## src/rtl/alvr_pkg.sv

```systemverilog
// Shared constants for the acceleration-limited velocity ramp generator.
// Command, status and register index codes, field widths and reset values.
// No dependencies.
`timescale 1ns / 1ps

package alvr_pkg;

  localparam int QUEUE_DEPTH     = 16;
  localparam int VELOCITY_WIDTH  = 32;
  localparam int HOLD_WIDTH      = 24;
  localparam int INDEX_WIDTH     = 32;
  localparam int ACCEL_WIDTH     = 48;
  localparam int ACCEL_FRAC      = 16;
  localparam int STEP_WIDTH      = 31;
  localparam int VLIM_WIDTH      = 31;
  localparam int INV_DT_WIDTH    = 32;
  localparam int CFG_DATA_WIDTH  = 32;
  localparam int CFG_INDEX_WIDTH = 2;
  localparam int COMMAND_WIDTH   = 2;
  localparam int STATUS_WIDTH    = 3;

  localparam logic [COMMAND_WIDTH-1:0] CMD_START = 2'd0;
  localparam logic [COMMAND_WIDTH-1:0] CMD_PUSH  = 2'd1;
  localparam logic [COMMAND_WIDTH-1:0] CMD_TICK  = 2'd2;

  localparam logic [STATUS_WIDTH-1:0] ST_SAMPLE    = 3'd0;
  localparam logic [STATUS_WIDTH-1:0] ST_NO_SAMPLE = 3'd1;
  localparam logic [STATUS_WIDTH-1:0] ST_ACCEPTED  = 3'd2;
  localparam logic [STATUS_WIDTH-1:0] ST_TOO_FAST  = 3'd3;
  localparam logic [STATUS_WIDTH-1:0] ST_FULL      = 3'd4;

  localparam logic [CFG_INDEX_WIDTH-1:0] REG_MAX_STEP     = 2'd0;
  localparam logic [CFG_INDEX_WIDTH-1:0] REG_MAX_VELOCITY = 2'd1;
  localparam logic [CFG_INDEX_WIDTH-1:0] REG_INV_DT       = 2'd2;

  localparam logic [STEP_WIDTH-1:0]   MAX_STEP_RESET     = 31'd65536;
  localparam logic [VLIM_WIDTH-1:0]   MAX_VELOCITY_RESET = 31'h7FFF_FFFF;
  localparam logic [INV_DT_WIDTH-1:0] INV_DT_RESET       = 32'd65536;

  localparam logic [ACCEL_WIDTH-1:0] ACCEL_POS_MAX = 48'h7FFF_FFFF_FFFF;
  localparam logic [ACCEL_WIDTH-1:0] ACCEL_NEG_MAG = 48'h8000_0000_0000;

endpackage

```

## src/rtl/alvr_ram.sv

```systemverilog
// Generic single-write, single-read RAM with a registered read port.
// Used for the target queue. Depends on alvr_pkg for default sizes.
`timescale 1ns / 1ps

module alvr_ram #(
  parameter int WIDTH = alvr_pkg::VELOCITY_WIDTH + alvr_pkg::HOLD_WIDTH,
  parameter int DEPTH = alvr_pkg::QUEUE_DEPTH
) (
  input  logic                     clk,
  input  logic                     we,
  input  logic [$clog2(DEPTH)-1:0] waddr,
  input  logic [WIDTH-1:0]         wdata,
  input  logic [$clog2(DEPTH)-1:0] raddr,
  output logic [WIDTH-1:0]         rdata
);

  logic [WIDTH-1:0] mem [DEPTH];

  always_ff @(posedge clk) begin
    if (we) begin
      mem[waddr] <= wdata;
    end
    rdata <= mem[raddr];
  end

endmodule

```

## config.mk

```make
export PLATFORM = sky130hd
export DESIGN_NAME = alvr_ram
export DESIGN_NICKNAME = d
export VERILOG_FILES = /design/src/rtl/alvr_pkg.sv /design/src/rtl/alvr_ram.sv
export SDC_FILE = /design/constraint.sdc
export NUM_CORES = 1
export LEC_CHECK = 0
export BUFFER_PORTS_ARGS = -buffer_cell sky130_fd_sc_hd__buf_2
export CAP_MARGIN = 20
export CORE_MARGIN = 4
export CORE_UTILIZATION = 25
export DETAILED_ROUTE_END_ITERATION = 12
export PLACE_DENSITY = 0.4
export SYNTH_ARGS = -nofsm -noshare
export SYNTH_HDL_FRONTEND = slang
export SYNTH_SLANG_ARGS = --single-unit
```

## constraint.sdc

```tcl
create_clock -name clk -period 13.9 [get_ports clk]
set_clock_uncertainty 0.1 [all_clocks]
set_input_delay 2.085 -clock clk [delete_from_list [all_inputs] [get_ports clk]]
set_output_delay 2.085 -clock clk [all_outputs]
set_load 0.01 [all_outputs]
```

==> results of run 1 <==
state kept, by name (all words and copies together), names as in the netlist:
signal  count
rdata      56
mem       896
layout make-up:
cell class	count	area [sq um]
timing repair buffer	157	920.9
clock buffer	147	2950
tap	1794	2245
antenna	7	17.52
sequential	952	28030
multi-input combinational	419	6364
fill	13240	96630
clock inverter	49	513.0
placed cells by master, fill, tap and decap left out, drive strengths merged:
cell type  synthesis  layout
buf               31     157
nor2b              2       2
bufinv             0      11
clkinv             0      34
nand3b             2       2
nor3               4       4
a22oi            112     112
dfxtp             56      56
nand2b             2       2
clkbuf            43     147
nand2             57      57
diode              0       7
nor2              13      13
edfxtp           896     896
mux4             224     224
nand3              1       1
and2               1       1
inv                0       4
or3b               1       1
metrics by stage:
step,utilization (%),instance area (sq um),instances,hold slack [ps],worst slack [ps]
4_1_cts,29.80,41020,3518,570.9,9168
5_1_grt,29.80,41020,3519,582.8,8950
3_3_place_gp,27.28,37560,3322,558.3,8440
3_5_place_dp,27.28,37560,3322,562.3,8429
6_report,29.81,41040,3525,567.5,9299
2_1_floorplan,-,34680,1445,534.9,6849
power breakdown:
group / switching (mW) / total [mW] / leakage, nW / internal (mW)
Sequential: 0.0243 / 3.23 / 8.57 / 3.21
Clock: 1.11 / 2.79 / 1.70 / 1.68
Combinational: 0.177 / 0.288 / 2.63 / 0.111
synthesized netlist by cell type:
cell / count / share of area [%]
nor2b_1: 2 / 0.036
buf_2: 11 / 0.16
or3b_2: 1 / 0.025
edfxtp_1: 896 / 78
a22oi_1: 112 / 2.4
nand2_1: 57 / 0.62
nor3_1: 4 / 0.058
nand3b_1: 2 / 0.043
nor2_1: 13 / 0.14
dfxtp_1: 56 / 3.2
mux4_2: 224 / 15
nand3_1: 1 / 0.014
and2_1: 1 / 0.018
clkbuf_1: 43 / 0.47
buf_6: 15 / 0.49
buf_4: 5 / 0.11
nand2b_1: 2 / 0.036
path summary, 6_finish.rpt:
| path | endpoint | slack [ps] | cells past startpoint |
|---|---|---|---|
| worst min-delay path | rdata[17] | 570 | 3 |
| worst max-delay path | rdata[12] | 9300 | 6 |
| worst max register to register | rdata[29] | 12360 | 3 |
| worst min register to register | rdata[17] | 570 | 3 |
kinds of logic (layout without fill, tap and decap cells):
family          Yosys count  after routing  synth area share (%)
simple gates             83             83                0.9886
other cells               0              7                     0
mux                     224            224                 14.55
buf+inv                  74            353                 1.219
flops                   952            952                 80.82
compound gates          112            112                 2.425
metal layers:
| metal | vias up | track usage [%] |
|---|---|---|
| met3 | 122 | 2.530 |
| met5 | - | 0 |
| met1 | 8672 | 16.44 |
| li1 | 6586 | - |
| met2 | 308 | 21.70 |
| met4 | 4 | 2.795 |
critical path, stage by stage:
cell,delay [ps]
buf_8,490
buf_12,690
buf_4,680
mux4_2,580
a22oi_1,240
nand2_1,90
==> flow_summary.yaml, run 1 <==
outcome:
  outcome: "finished, final reports clean"
worst_setup_path:
  startpoint: "raddr[0]"
  reg2reg_from: "mem[3][29]"
  startpoint_type: "input pin"
  worstPathMaxFanout: 100
  cp.arrival_ps: 5040
  critPathCaptureType: "flip-flop"
  worstPathRequired_ps: 14340
  critical_path_class: "input pin to flip-flop"
timing:
  tightest_slew_ps: 1122
  period_share_pct: 33.10
  finalHoldViolCount: 0
  setup_viol: 0
  slew_viol_final: 0
  rsz0062_at_grt: "no"
  relSlewSlack_pct: 25.17
  fmax_ghz: 0.2173
  period_needed_ps: 4601
  setup_tns_ps: 0
route:
  ant_nets: 0
  avgViaCountPerCell: 4.452
  vias: 15690
  wl_met2_microns: 46500
  highest-signal-layer: "met5"
  wl_met1_microns: 39740
  drt_iter0_markers: 1200
  wl_met3_microns: 3938
  firstDrtPassIters: 5
  wl_per_cell_microns: 26.11
  drcViolationCount: 0
  routed_wl_microns: 92020
clock_network:
  path_clk_slew_ps: 60
  cts_made_buffers: 105
  cts_tree: "done"
  clk_latency_ps: 660
  cts_setup_buffers: 0
  ctsLongestPathBuffers: 3
  cts_resized: 0
  cts.sinks: 952
  root_buffer: "clkbuf_16"
  cts-htree-levels: 3
  hold_buffers: 0
floorplan:
  floorplan.io_pins: 122
  coreArea_sq_mm: 0.1377
  dieArea_sq_mm: 0.1447
  dieHeight_microns: 380.4
  floorplan.initialDensity_pct: 25.19
  die_w_microns: 380.4
  row_count: 136
cells_and_area:
  syn2layout_area_growth_pct: 18.34
  drive_gt1_share_pct: 31.90
  nets: 1701
synth:
  synth-seq-cells: 952
  synth_fp_nets: 1511
  yosysWarnings: 0
  syn_inst: 1445
  synth_area_per_cell_sq_um: 24.00
  netlist_area_sq_mm: 0.03468
  synth_cell_types: 17
  ys_seq_area_share_pct: 80.82
grt:
  grt_pass1_wl_microns: 131000
  grt_pass1_vias: 17380
  grt_start_max_net_pins: 144
  grt_overflow: 0
  grt_usage_pct: 12.60
  antenna_found_initial: 15
power_and_ir_drop:
  vdd.ir_drop.worst_mv: 0.1035
  p_leak_nw: 12.90
  power_density_mw_per_mm2: 153.8
  total_power_mw: 6.311
job:
  drv_cap: 0
placed_design:
  dp_hpwl_microns: 44510
  gp_congestion: 0.6693
  io_buffers: 121
min_path:
  min_path_type: "flip-flop to flip-flop"
  holdCritStartpoint: "mem[7][17]"
(Power assumes the default switching activity.)
==> run 2, diff against run 1 <==
--- a/config.mk
+++ b/config.mk
@@ -5,12 +5,13 @@
 export SDC_FILE = /design/constraint.sdc
 export NUM_CORES = 1
 export LEC_CHECK = 0
+export ABC_AREA = 1
 export BUFFER_PORTS_ARGS = -buffer_cell sky130_fd_sc_hd__buf_2
 export CAP_MARGIN = 20
 export CORE_MARGIN = 4
 export CORE_UTILIZATION = 25
 export DETAILED_ROUTE_END_ITERATION = 12
-export PLACE_DENSITY = 0.4
+export PLACE_DENSITY = 0.41
 export SYNTH_ARGS = -nofsm -noshare
 export SYNTH_HDL_FRONTEND = slang
 export SYNTH_SLANG_ARGS = --single-unit
==> constraint.sdc (replaced) <==
create_clock -name clk -period 4 [get_ports clk]
set_clock_uncertainty 0.1 [all_clocks]
set_input_delay 0.6 -clock clk [delete_from_list [all_inputs] [get_ports clk]]
set_output_delay 0.6 -clock clk [all_outputs]
set_load 0.01 [all_outputs]
==> flow_summary.yaml, run 2 <==
outcome:
  outcome: "finished, final reports clean"
worst_setup_path:
  critPathCaptureType: "primary output"
  path_depth: 1
  timing.rr.end: "rdata[37]"
  crit_family: "flip-flops"
  path_cells: "buf_2"
  cp_slowest_cell: "dfxtp_1"
  worstPathRequired_ps: 3300
  reg2reg_from: "mem[15][37]"
  critical_path_class: "flip-flop to primary output"
  worstPathMaxFanout: 1
  cp.arrival_ps: 1340
  path_buf_inv: 1
  startpoint_type: "flip-flop"
  reg2reg_depth: 6
  critPathMaxStageDelay_ps: 460
  worst-r2r-setup-slack_ps: 2770
floorplan:
  coreArea_sq_mm: 0.1582
  dieArea_sq_mm: 0.1653
  row_count: 146
  dieHeight_microns: 406.6
  floorplan.io_pins: 122
  floorplan.initialDensity_pct: 25.11
  die_w_microns: 406.6
clock_network:
  cts.sinks: 952
  hold_buffers: 0
  path_clk_slew_ps: 60
  clk_latency_ps: 700
  cts-htree-levels: 3
  root_buffer: "clkbuf_16"
  cts_tree: "done"
  cts_resized: 0
  cts_setup_buffers: 0
  cts_made_buffers: 103
  ctsLongestPathBuffers: 3
power_and_ir_drop:
  total_power_mw: 22.13
  p_leak_nw: 19.09
  vdd.ir_drop.worst_mv: 0.3009
  power_density_mw_per_mm2: 480.1
synth:
  synthTopCellsByArea: "edfxtp_1 68%, nand2_1 11%, nand3_1 8.5%, inv_1 6.4%, dfxtp_1 2.8%"
  synth_top_family_by_area: "simple AND/OR/NAND/NOR gates"
  synthSimpleGateAreaFrac_pct: 19.84
  syn_inst: 3688
  synth-main-ff-cell: "edfxtp_1"
  synth-edff-count: 896
  ys_seq_area_share_pct: 70.57
  synth_cell_types: 15
  synthMuxAreaShare_pct: 0
  synthXorXnorAreaFrac_pct: 0
  synth_compound_area_share_pct: 0
  synth-seq-cells: 952
  netlist_area_sq_mm: 0.03972
  synth_area_per_cell_sq_um: 10.77
  synth_top_area_share_pct: 67.75
  synth_common_cells: "1181 x nand2_1, 896 x edfxtp_1, 676 x inv_1"
  synth_most_common_cell: "nand2_1"
  synth_fa_ha_area_share_pct: 0
  yosysWarnings: 0
  synth_top_area_cell: "edfxtp_1"
  synth_fp_nets: 3754
  async_reset_ff_share_pct: 0
timing:
  rsz0062_at_grt: "no"
  finalHoldViolCount: 0
  fmax_ghz: 0.4900
  period_needed_ps: 2041
  tightest_slew_ps: 874.3
  setup_viol: 0
  slew_viol_final: 0
  setup_tns_ps: 0
  period_share_pct: 51.02
  relSlewSlack_pct: 41.72
placed_design:
  gp_congestion: 0.6926
  placed_cells: 5756
  placed_area_sq_mm: 0.04267
  dp_hpwl_microns: 54860
  io_buffers: 121
grt:
  grt_overflow: 0
  grt_usage_pct: 13.34
  antenna_found_initial: 11
  grt_pass1_vias: 23900
  grt_start_max_net_pins: 154
  grt_pass1_wl_microns: 164300
cells_and_area:
  fillers: 16320
  biggestRegsByFlops: "mem x896, rdata x56"
  syn2layout_area_growth_pct: 16.07
  layout_common_cells: "1181 x nand2_1, 896 x edfxtp_1, 674 x inv_1"
  final_common_cell: "nand2_1"
  max_flop_register: "mem"
  design_area_sq_mm: 0.04610
  nets: 3855
  multi_input_area_sq_mm: 0.008000
  instances_no_fill: 5955
  drive_gt1_share_pct: 9.309
  regArea_sq_mm: 0.02803
  largest_register_ffs: 896
route:
  firstDrtPassIters: 5
  drcViolationCount: 0
  routed_wl_microns: 111300
  vias: 24870
  avgViaCountPerCell: 4.175
  wl_per_cell_microns: 18.69
  ant_nets: 0
  drt_iter0_markers: 1745
job:
  drv_cap: 0
min_path:
  hold_depth: 1
  hold_end: "mem[11][53]"
  holdCritStartpoint: "wdata[53]"
  min_path_type: "input pin to flip-flop"
-- run 2: cell types whose count changed after synthesis, sizes merged, moves of 4 or more --
cell | previous run | this run
a22oi | 112 | 0
clkbuf | 43 | 17
nand3 | 1 | 673
mux4 | 224 | 0
inv | 0 | 678
nand2 | 57 | 1181
buf | 31 | 168
nor3 | 4 | 0
nor2 | 13 | 17
-- run 2: worst max path at each step --
stage / slack (ps) / startpoint / to
after floorplan: 270 / waddr[2] / mem[10][0]
after global placement: 1330 / raddr[0] / rdata[50]
after detailed placement: 1350 / raddr[0] / rdata[50]
after CTS: 1880 / rdata[27] / rdata[27]
after global routing: 1890 / rdata[26] / rdata[26]
final: 1960 / rdata[26] / rdata[26]
-- run 2: worst register-to-register path: cells and delay by family (launching register included) --
kind,cells,cell delay [ps]
buffers and inverters,1,60
DFF,1,360
and+or+nand+nor,5,620
-- run 2: cell type report --
| type | instances | share of cell area [%] |
|---|---|---|
| Sequential cell | 952 | 60.80 |
| Tap cell | 2072 | 5.624 |
| Clock inverter | 40 | 0.7871 |
| Clock buffer | 154 | 6.623 |
| Multi-Input combinational cell | 1873 | 17.36 |
| Timing Repair Buffer | 181 | 3.195 |
| Antenna cell | 5 | 0.02714 |
| Inverter | 678 | 5.589 |
-- run 2: logic make-up (layout without fill, tap and decap cells) --
logic type | Yosys count | after routing
other cells | 0 | 5
buf+inv | 863 | 1053
flops | 952 | 952
simple gates | 1873 | 1873
-- run 2: through the flow --
stage	utilization (%)	setup slack (ps)	hold WS, ps
CTS	29.13	1878	125.1
global route	29.13	1893	145.4
global placement	26.96	1332	534.9
finish	29.14	1959	183.7
detailed placement	26.97	1351	538.4
floorplan	-	267.6	507.4
-- run 2: where the power goes --
part | leakage (nW) | total, mW | switching [mW] | internal [mW]
logic | 8.85 | 1.33 | 0.966 | 0.362
clock network | 1.68 | 9.57 | 4.03 | 5.54
registers | 8.57 | 11.2 | 0.0885 | 11.1
total | 19.1 | 22.1 | 5.08 | 17.1
-- run 2: routing by layer --
layer,global-route usage (%),share of wire [%]
met3,2.308,3.9
met4,2.559,1.8
met5,0,0.011
met2,21.14,46
met1,19.25,49
==> run 3, diff against run 2 <==
--- a/config.mk
+++ b/config.mk
@@ -5,13 +5,13 @@
 export SDC_FILE = /design/constraint.sdc
 export NUM_CORES = 1
 export LEC_CHECK = 0
-export ABC_AREA = 1
+export ABC_AREA = 0
 export BUFFER_PORTS_ARGS = -buffer_cell sky130_fd_sc_hd__buf_2
 export CAP_MARGIN = 20
 export CORE_MARGIN = 4
 export CORE_UTILIZATION = 25
 export DETAILED_ROUTE_END_ITERATION = 12
-export PLACE_DENSITY = 0.41
+export PLACE_DENSITY = 0.4
 export SYNTH_ARGS = -nofsm -noshare
 export SYNTH_HDL_FRONTEND = slang
 export SYNTH_SLANG_ARGS = --single-unit
==> constraint.sdc (replaced) <==
create_clock -name clk -period 2.1 [get_ports clk]
set_clock_uncertainty 0.1 [all_clocks]
set_input_delay 0.315 -clock clk [delete_from_list [all_inputs] [get_ports clk]]
set_output_delay 0.315 -clock clk [all_outputs]
set_load 0.01 [all_outputs]
==> flow_summary.yaml, run 3 (synthesized netlist as in run 1, its figures left out) <==
cells_and_area:
  fillers: 13090
  syn2layout_area_growth_pct: 24.37
  biggestRegsByFlops: "mem x896, rdata x56"
  largest_register_ffs: 896
  nets: 1832
  final_common_cell: "edfxtp_1"
  drive_gt1_share_pct: 34.43
  instances_no_fill: 3655
  max_flop_register: "mem"
  layout_common_cells: "896 x edfxtp_1, 224 x mux4_2, 119 x buf_2"
  final_util_pct: 31.33
power_and_ir_drop:
  total_power_mw: 41.95
  clockPowerShare_pct: 43.7
  switching_share_pct: 21.20
  comb_power_share_pct: 5.3
  power_density_mw_per_mm2: 972.7
  seqPwrFrac_pct: 51.0
  p_leak_nw: 13.78
  netSwitchingPower_mw: 8.895
  vdd.ir_drop.worst_mv: 0.6525
  p_int_mw: 33.06
min_path:
  min_path_type: "input pin to flip-flop"
floorplan:
  dieHeight_microns: 380.4
  floorplan.initialDensity_pct: 25.19
  dieArea_sq_mm: 0.1447
  floorplan.io_pins: 122
  row_count: 136
  coreArea_sq_mm: 0.1377
  die_w_microns: 380.4
route:
  drcViolationCount: 0
  avgViaCountPerCell: 4.406
  ant_nets: 0
  firstDrtPassIters: 4
  drt_iter0_markers: 908
  wl_per_cell_microns: 25.12
  routed_wl_microns: 91800
  vias: 16110
grt:
  grt_pass1_vias: 17610
  grt_start_max_net_pins: 47
  antenna_found_initial: 9
  grt_usage_pct: 12.61
  grt_pass1_wl_microns: 132700
  grt_overflow: 0
worst_setup_path:
  path_buf_inv: 1
  startpoint_type: "flip-flop"
  cp_slowest_cell: "dfxtp_1"
  path_cells: "buf_2"
  crit_family: "flip-flops"
  worstPathMaxFanout: 1
  critPathMaxStageDelay_ps: 440
  critical_path_class: "flip-flop to primary output"
  cp.arrival_ps: 1300
  worstPathRequired_ps: 1680
  critPathCaptureType: "primary output"
placed_design:
  io_buffers: 121
  placed_cells: 3398
  gp_congestion: 0.6895
  dp_hpwl_microns: 53800
timing:
  finalHoldViolCount: 0
  period_share_pct: 81.71
  rsz0062_at_grt: "no"
  relSlewSlack_pct: 69.89
  setup_tns_ps: 0
  period_needed_ps: 1716
  tightest_slew_ps: 451.6
  setup_viol: 0
  fmax_ghz: 0.5828
  slew_viol_final: 0
clock_network:
  cts_setup_buffers: 0
  clk_latency_ps: 680
  cts_tree: "done"
  ctsLongestPathBuffers: 3
  hold_buffers: 56
  cts-htree-levels: 3
  root_buffer: "clkbuf_16"
  cts_resized: 0
  cts.sinks: 952
  path_clk_slew_ps: 60
  cts_made_buffers: 104
outcome:
  outcome: "finished, final reports clean"
job:
  drv_cap: 0
run 3: changes by cell type in the layout (fill, tap and decap cells not counted), sizes merged, moves of 56 or more:
cell	before	now
dlygate4sd3	0	56
a22oi	0	112
mux4	0	224
nand2	1181	57
nand3	673	1
inv	679	3
run 3: area by class of cell:
| class | count | area (sq um) | area share [%] |
|---|---|---|---|
| multi-input cells | 419 | 6404 | 14.85 |
| repair buffers | 289 | 2965 | 6.875 |
| clock inverters | 52 | 511.7 | 1.187 |
| diodes | 5 | 12.51 | 0.02901 |
| well taps | 1794 | 2245 | 5.204 |
| clock buffers | 144 | 2965 | 6.875 |
| flip-flops and latches | 952 | 28030 | 64.98 |
run 3: through the flow:
step / setup slack [ps] / cell area, sq um / hold WS [ps]
global placement: -63.40 / 39080 / 555.6
detailed placement: -53.62 / 39080 / 560.4
CTS: 264.9 / 43120 / 58.81
finish: 384.0 / 43130 / 104.1
global route: 302.6 / 43120 / 81.86
floorplan: -593.2 / 34810 / 313.9
run 3: power by group through the flow:
stage          clock network (mW)  registers, mW  logic [mW]
2_1_floorplan                   0           21.8        1.03
3_3_place_gp                    0           21.8        2.17
3_5_place_dp                    0           21.8        2.20
4_1_cts                      18.9           21.4        2.31
5_1_grt                      19.7           21.4        2.42
6_report                     18.3           21.4        2.22
run 3: final timing paths:
kind	from	to	slack (ps)	depth (start not counted)
worst max register to register	mem[2][54]	rdata[54]	590	3
worst min register to register	mem[14][5]	rdata[5]	570	3
worst max-delay path	rdata[47]	rdata[47]	380	1
worst min-delay path	raddr[1]	rdata[23]	100	4
run 3: worst min-delay path, cell delays in order:
cell and delay, ps:
buf_8 140, mux4_2 200, a22oi_1 80, nand2_1 100
run 3: per-layer routing:
layer | GRT usage (%) | wire length [microns]
met1 | 16.89 | 41000
met4 | 2.987 | 1909
met5 | 0 | 48
met3 | 2.232 | 3141
met2 | 21.37 | 45690
